===== src/design/cau_pkg.sv =====
// ----------------------------------------------------------------------------
// cau_pkg
// Shared operation codes and control types of the complex arithmetic unit.
// ----------------------------------------------------------------------------
package cau_pkg;

    localparam int MODE_W = 3;

    typedef enum logic [MODE_W-1:0] {
        OP_ADD = 3'd0,
        OP_SUB = 3'd1,
        OP_MUL = 3'd2,
        OP_DIV = 3'd3,
        OP_NEG = 3'd4,
        OP_EQ  = 3'd5,
        OP_NE  = 3'd6,
        OP_NOP = 3'd7
    } op_t;

    // classification that travels with every item from front to back
    typedef struct packed {
        op_t  op;
        logic eq;
    } ctl_t;

    localparam int CTL_W = $bits(ctl_t);

endpackage


===== src/design/cau_front.sv =====
// ----------------------------------------------------------------------------
// cau_front
// Input stage: takes an item, decodes the mode and resolves the comparison.
// ----------------------------------------------------------------------------
module cau_front
    import cau_pkg::*;
#(
    parameter int W  = 32,
    parameter int QW = CTL_W + 4 * W
)
(
    input  logic                 clk,
    input  logic                 rst_n,
    input  logic                 in_valid,
    output logic                 in_ready,
    input  logic [MODE_W-1:0]    mode,
    input  logic signed [W-1:0]  a_re,
    input  logic signed [W-1:0]  a_im,
    input  logic signed [W-1:0]  b_re,
    input  logic signed [W-1:0]  b_im,
    output logic                 fq_valid,
    input  logic                 fq_ready,
    output logic [QW-1:0]        fq_data
);

    logic         f_v_reg;
    ctl_t         f_ctl_reg;
    logic [W-1:0] f_ar_reg, f_ai_reg, f_br_reg, f_bi_reg;
    ctl_t         ctl_next;

    assign in_ready = !f_v_reg || fq_ready;

    always_comb
    begin
        ctl_next.op = op_t'(mode);
        ctl_next.eq = (a_re == b_re) && (a_im == b_im);
    end

    always_ff @(posedge clk or negedge rst_n)
    begin
        if (!rst_n)
        begin
            f_v_reg <= 1'b0;
        end
        else if (in_ready)
        begin
            f_v_reg <= in_valid;
        end
    end

    always_ff @(posedge clk)
    begin
        if (in_valid && in_ready)
        begin
            f_ctl_reg <= ctl_next;
            f_ar_reg  <= a_re;
            f_ai_reg  <= a_im;
            f_br_reg  <= b_re;
            f_bi_reg  <= b_im;
        end
    end

    assign fq_valid = f_v_reg;
    assign fq_data  = {f_ctl_reg, f_ar_reg, f_ai_reg, f_br_reg, f_bi_reg};

endmodule


===== config.mk =====
export PLATFORM = sky130hd
export DESIGN_NAME = cau_front
export DESIGN_NICKNAME = d
export VERILOG_FILES = /design/src/design/cau_pkg.sv /design/src/design/cau_front.sv
export SDC_FILE = /design/constraint.sdc
export NUM_CORES = 1
export LEC_CHECK = 0
export BUFFER_PORTS_ARGS = -buffer_cell sky130_fd_sc_hd__buf_2
export CAP_MARGIN = 40
export CORE_MARGIN = 2
export CORE_UTILIZATION = 44
export DETAILED_ROUTE_END_ITERATION = 8
export PLACE_DENSITY = 0.88
export SLEW_MARGIN = 20
export SYNTH_ARGS = -nofsm -noshare
export SYNTH_HDL_FRONTEND = slang
export SYNTH_SLANG_ARGS = --single-unit

===== constraint.sdc =====
create_clock -name clk -period 5.5 [get_ports clk]
set_input_delay 0.55 -clock clk [delete_from_list [all_inputs] [get_ports clk]]
set_output_delay 0.55 -clock clk [all_outputs]
set_load 0.02 [all_outputs]

==> metrics.txt <==
status finished, final reports clean; Setup WS post-layout 3300 ps; Crit path max-delay family buffers and inverters; clk_skew 7.13 ps; reg-to-reg slack, setup 3300 ps; Critical-path top delay cell buf_4; WHS Path Cells 1; maxcap violations 0; Routability Congestion 0.842; Power Density 364 mW/mm²; die area 0.0115 mm²; first-pass GRT wire length 16,200 µm; RSZ-0062 raised after global routing false; Seq/Total Area, Yosys 0.848; Synth area leaders edfxtp_1, xor2_1, nor4_1; share of cells above drive strength 1 0.565; Area Overhead vs Synth 44.5%; IO Port Bufs 268; critical path depth 4; routed wire length 11,100 µm; Reg2Reg Depth 4; Largest stage delay, worst path 650 ps; GRT met2 Usage 0.341; FP Rows 37; TritonCTS Buffers 17; GRT Total Usage 0.190; Seq cells post-synth 133; Initial Util 0.454; commonest non-fill, non-tap cell in the layout buf_2; most used routing layer in global routing met2; Final period util 0.400; Setup crit end kind register; n_diodes 0; GR Util met1 0.206; Detail Route Antenna Nets 0; Clock Tree Buf Depth 2; top cell type's share of synthesized area 0.842; clock sinks 133; leading area contributor after synthesis edfxtp_1; Hold Startpoint mode[0]; Hold Path Sink fq_data[129]; Worst EP arrival 2330 ps; remaining global-route overflow 0; pin count of the biggest net entering global routing 59; relative slew slack 0.521; Final #Nets 646; CP max FO 58; CTS H-Tree Depth 4; die width 107 µm; hpwl dp 8530 µm; synthesized area per cell 21.3 µm²; Initial DRC Count 135; HP Class in2reg; peak supply drop 0.000187 V; CTS tree built; core area 0.0104 mm²; Crit path required time 5630 ps; drc violations 0; total power 2.48 mW; vias in the first global route 3,146; Pins Over Slew Limit 0; Post-Syn Area 0.00471 mm²; GRT met3 Usage 0.0769; antenna violations before repair 0; DR vias 3,073; total negative setup slack 0 ps; static leakage 2.89 nW; Reg-to-Reg Start fq_valid; Max Clk Rate 454 MHz; Reg-to-Reg End fq_data[130]; Clock transition at path regs 60 ps; WP buf/inv 2; crit-path cells nand2b_1 > and2_4 > buf_16 > buf_4; Setup Slack @ Placement 3000 ps; final hold vios 0; chip height 107 µm; final setup violation count 0; kind of critical path reg2reg; post-synthesis cell count 221; vias per std cell 4.66; Syn Nets 356; CTS resizes 0; Yosys cell types 8; yosys warns 0; measured slew at the worst slew-check pin 719 ps; CTS root buf clkbuf_8; Final Critical Period 2200 ps; Ports 269; commonest cells after routing, fill and taps aside buf_2, edfxtp_1, xor2_1; drt first pass iters 4; Routed WL per cell 16.9 µm; Startpoint Class register; worst skew pair latency 500 ps
==> report_power, final <==
| part | leakage [nW] | switching, mW | internal [mW] |
|---|---|---|---|
| clock | 0.253 | 0.387 | 0.632 |
| sequential | 1.27 | 0.0133 | 1.18 |
| combinational | 1.37 | 0.167 | 0.0943 |
==> worst register-to-register path: stages (launching register included) <==
cell      delay [ps]
dfrtp_1          370
nand2b_1         110
and2_4           370
buf_16           300
buf_4            670
==> layout make-up <==
type / count / area, µm²
clock buffer: 19 / 422
clock inverter: 13 / 115
fill: 762 / 3570
multi-input combinational: 88 / 719
sequential: 133 / 3990
tap: 136 / 170
timing repair buffer: 271 / 1390
==> per-layer routing <==
metal,vias to the layer above,part of all wire
met2,170,0.54
met3,9,0.098
li1,1441,-
met5,-,0
met1,1453,0.35
met4,0,0.0078
==> timing repair <==
action,CTS,global route
setup buffers,0,0
endpoints found under the hold margin,1,0
endpoints found under the setup margin,0,0
hold buffers,1,0
==> metrics by stage <==
stage / utilization / instances / hold WS, ps / instance area [µm²]
3_3_place_gp: 0.601 / 626 / 328 / 6230
3_5_place_dp: 0.603 / 627 / 326 / 6250
5_1_grt: 0.656 / 660 / 194 / 6800
6_report: 0.656 / 660 / 227 / 6800
4_1_cts: 0.656 / 660 / 199 / 6800
2_1_floorplan: - / 221 / 254 / 4710
==> how the worst max path moves through the flow <==
stage | startpoint | endpoint | slack (ps)
after detailed placement | fq_ready | f_ar_reg[16] | 3000
after global routing | fq_valid | f_ai_reg[13] | 3160
after global placement | fq_ready | f_ar_reg[16] | 2900
final | fq_valid | fq_data[130] | 3300
after CTS | fq_valid | f_ar_reg[16] | 3280
after floorplan | fq_ready | f_ai_reg[0] | 1110
==> logic make-up (layout without fill, tap and decap cells) <==
family        count (synthesis)  count (layout)  synth area share
simple gates                 24              24            0.0332
buf+inv                       0             303                 0
xor+xnor                     64              64             0.119
flops                       133             133             0.848
==> cells in the mapped netlist, drive strengths merged <==
master  number
edfxtp     132
dfrtp        1
nand2b       2
nand4        4
xor2        64
and2         1
nor4        17
(Power assumes the default switching activity.)
