`src/design/cau_queue.sv`:
```
// ----------------------------------------------------------------------------
// cau_queue
// Two-entry item queue between front and back.
// ----------------------------------------------------------------------------
module cau_queue #(
    parameter int QW = 132
)
(
    input  logic          clk,
    input  logic          rst_n,
    input  logic          wr_valid,
    output logic          wr_ready,
    input  logic [QW-1:0] wr_data,
    output logic          rd_valid,
    input  logic          rd_ready,
    output logic [QW-1:0] rd_data
);

    logic [QW-1:0] mem_reg [0:1];
    logic          wp_reg, rp_reg;
    logic [1:0]    cnt_reg;
    logic          wr, rd;

    assign wr_ready = (cnt_reg != 2'd2);
    assign rd_valid = (cnt_reg != 2'd0);
    assign wr       = wr_valid && wr_ready;
    assign rd       = rd_valid && rd_ready;
    assign rd_data  = mem_reg[rp_reg];

    always_ff @(posedge clk or negedge rst_n)
    begin
        if (!rst_n)
        begin
            wp_reg  <= 1'b0;
            rp_reg  <= 1'b0;
            cnt_reg <= 2'd0;
        end
        else
        begin
            if (wr)
            begin
                wp_reg <= !wp_reg;
            end
            if (rd)
            begin
                rp_reg <= !rp_reg;
            end
            if (wr && !rd)
            begin
                cnt_reg <= cnt_reg + 2'd1;
            end
            else if (rd && !wr)
            begin
                cnt_reg <= cnt_reg - 2'd1;
            end
        end
    end

    always_ff @(posedge clk)
    begin
        if (wr)
        begin
            mem_reg[wp_reg] <= wr_data;
        end
    end

endmodule

```
`config.mk`:
```
export PLATFORM = sky130hd
export DESIGN_NAME = cau_queue
export DESIGN_NICKNAME = d
export VERILOG_FILES = /design/src/design/cau_queue.sv
export SDC_FILE = /design/constraint.sdc
export NUM_CORES = 1
export LEC_CHECK = 0
export BUFFER_PORTS_ARGS = -buffer_cell sky130_fd_sc_hd__buf_4
export CAP_MARGIN = 40
export CORE_MARGIN = 4
export CORE_UTILIZATION = 30
export CTS_CLUSTER_DIAMETER = 80
export DETAILED_ROUTE_END_ITERATION = 7
export HOLD_SLACK_MARGIN = 0.02
export MAX_ROUTING_LAYER = met4
export SLEW_MARGIN = 30
export SYNTH_ARGS = -nofsm -noshare
export SYNTH_HDL_FRONTEND = slang
export SYNTH_SLANG_ARGS = --single-unit
```
`constraint.sdc`:
```
create_clock -name clk -period 6.5 [get_ports clk]
set_clock_uncertainty 0.05 [all_clocks]
set_input_delay 0.65 -clock clk [delete_from_list [all_inputs] [get_ports clk]]
set_output_delay 0.65 -clock clk [all_outputs]
set_load 0.005 [all_outputs]
```
==> flow_metrics.py <==
metrics = {
    "place": {
        "gp_congestion": 0.678,
        "dp_cells": 1135,
        "place_area_sq_um": 12600,
        "portBuffers": 269,
        "post-dp-hpwl_microns": 14400,
    },
    "yosys": {
        "synth_area_leaders": "edfxtp_1, mux2_4, mux2_2",
        "synth_top_area_cell": "edfxtp_1",
        "netlist_area_sq_um": 10000,
        "avgSynthCellArea_sq_um": 23.3,
        "yosys_register_bits": 268,
        "synth_cells": 429,
        "synth_cell_types": 15,
        "ys_seq_area_frac": 0.803,
        "ys.warnings.count": 0,
        "synth_enable_flop_cells": 264,
        "syn_nets": 566,
        "synthArstFlopShare": 0.0149,
        "synth_top_area_frac": 0.793,
        "synth_flop_cell": "edfxtp_1",
        "synth_most_common_cell": "edfxtp_1",
        "synth_common_cells": "edfxtp_1, mux2_4, mux2_2",
    },
    "global_route": {
        "met3_usage": 0.0441,
        "grt_pass1_vias": 5340,
        "antenna_found_initial": 0,
        "grt_overflow": 0,
        "grtUsageTotal": 0.112,
        "grtUsageMet2": 0.174,
        "grt_pass1_wl_microns": 30600,
        "grt_max_degree": 56,
        "grt.busiest_layer": "met2",
        "use_met1": 0.136,
    },
    "power_and_ir_drop": {
        "power.share.combinational": 0.315,
        "finalPower_mw": 5.95,
        "cellLeakagePower_nw": 5.18,
        "powerDensity_nw_per_um2": 439,
        "netSwitchingFraction": 0.259,
        "irDropWorstVdd_uv": 237,
        "p_sw_mw": 1.54,
        "p_clk_frac": 0.268,
        "p_int_mw": 4.40,
        "seqPwrFrac": 0.417,
    },
    "clock_tree": {
        "clkLatencyLatePin_ns": 0.53,
        "cts_max_level": 1,
        "clock-root-buffer": "clkbuf_16",
        "clkSinkCount": 268,
        "numCtsBuffers": 28,
        "cts.clk_slew.worst_paths_ns": 0.06,
        "cts_tree": "done",
        "clk_path_buf_depth": 3,
    },
    "timing": {
        "final.setup.tns_ns": 0,
        "fin_crit_ns": 3.25,
        "clock.fmax_mhz": 308,
        "period_share": 0.500,
        "slew_viol_final": 0,
        "setup_viol": 0,
        "hold_viol_final": 0,
        "rsz0062_at_grt": "false",
        "worstMarginPinSlew_ns": 0.767,
        "max-slew-margin-rel": 0.489,
    },
    "detailed_routing": {
        "via_per_inst": 4.16,
        "route.detailed.drc": 0,
        "wl_microns": 20800,
        "routedWlPerCell_microns": 17.6,
        "ant_nets": 0,
        "vias": 4936,
        "drtIter0Drc": 276,
        "first_pass_iters": 4,
    },
    "cells_and_area": {
        "largest_reg_flops": 264,
        "antenna_cells": 0,
        "stdcell_count": 1187,
        "drive_above_1_share": 0.608,
        "fin_util": 0.414,
        "areaGrowthSynthToFinish_pct": 35.4,
        "finalInstanceArea_sq_um": 13500,
        "final_nets": 861,
    },
    "critical_path": {
        "critPathKind": "register to output pin",
        "cp-start-kind": "register",
        "worst_ep_arrival_time_ns": 2.55,
        "worstPathMaxFanout": 34,
        "endpoint_kind": "output pin",
        "critPathRequiredTime_ns": 5.80,
    },
    "floorplanning": {
        "fp-row-count": 66,
        "die-area_sq_um": 36300,
        "die_w_microns": 191,
        "die_h_microns": 191,
        "core_area_sq_um": 32700,
        "pin_count": 270,
        "start_util": 0.306,
    },
    "flow_run": {
        "drv_cap": 0,
    },
    "status": {
        "status": "completed",
    },
    "worst_hold_path": {
        "worstHoldPathType": "primary input to register",
    },
}
## kinds of logic (layout without fill, tap and decap cells)
family	after synthesis	count (layout)	synth area share
and+or+nand+nor	7	7	0.00338
DFF	268	268	0.803
adders and majority gates	1	1	0.00125
muxes	132	132	0.175
xor gates and xnor gates	5	5	0.00438
buffers and inverters	16	332	0.0135
## cell usage in the layout, fill, tap and decap left out, drive strengths merged
| master | synthesis | layout |
|---|---|---|
| nand2 | 2 | 2 |
| dfrtp | 4 | 4 |
| clkbuf | 0 | 41 |
| clkinv | 0 | 6 |
| nor2 | 2 | 2 |
| ha | 1 | 1 |
| xor2 | 2 | 2 |
| bufinv | 0 | 3 |
| inv | 1 | 2 |
| nand2b | 1 | 1 |
| or2 | 1 | 1 |
| mux2 | 132 | 132 |
| edfxtp | 264 | 264 |
| and3 | 1 | 1 |
| xnor2 | 3 | 3 |
| buf | 15 | 279 |
| dlygate4sd3 | 0 | 1 |
## worst paths after layout
kind                            startpoint  cells after the start  slack (ns)               to
worst max-delay path                rp_reg                      4        3.25      rd_data[34]
worst min-delay path            wr_data[4]                      1        0.25    mem_reg[0][4]
worst max register to register  cnt_reg[0]                      5        4.10  mem_reg[0][103]
worst min register to register  cnt_reg[1]                      1        0.46       cnt_reg[1]
max in group asynchronous            rst_n                      2        5.88           rp_reg
min in group asynchronous            rst_n                      2        0.40           rp_reg
## power by group through the flow
stage / combinational, mW / sequential (mW) / clock, mW
6_report: 1.87 / 2.48 / 1.59
5_1_grt: 2.02 / 2.52 / 1.71
4_1_cts: 1.93 / 2.49 / 1.64
3_5_place_dp: 1.92 / 2.52 / 0
3_3_place_gp: 1.80 / 2.59 / 0
2_1_floorplan: 1.06 / 2.51 / 0
## critical path: stages (launching register included)
cell     delay [ns]
dfrtp_4        0.68
buf_12         0.26
buf_4          0.50
mux2_2         0.41
buf_4          0.14
## timing repair
| item | in CTS | in global routing |
|---|---|---|
| setup buffers | 0 | 0 |
| gates resized for setup | 0 | 0 |
| hold buffers | 1 | 0 |
| endpoints found under the hold margin | 4 | 0 |
## layout make-up
cell class	count	area, sq um
clock inverters	10	124
well taps	442	553
inverters	1	3.75
fillers	2976	19200
clock buffers	41	801
repair buffers	280	2170
multi-input cells	145	1850
flip-flops and latches	268	8030
## per-stage QoR
| step | hold WS [ns] | setup WS (ns) |
|---|---|---|
| floorplan | 0.304 | 1.83 |
| global placement | 0.402 | 3.35 |
| detailed placement | 0.403 | 3.76 |
| CTS | 0.213 | 3.17 |
| global route | 0.217 | 3.11 |
| finish | 0.248 | 3.25 |
## layer usage
metal,vias up,part of all wire
met5,-,0
met1,2398,0.41
li1,2298,-
met2,201,0.47
met3,39,0.097
met4,0,0.030
(Power assumes the default switching activity.)
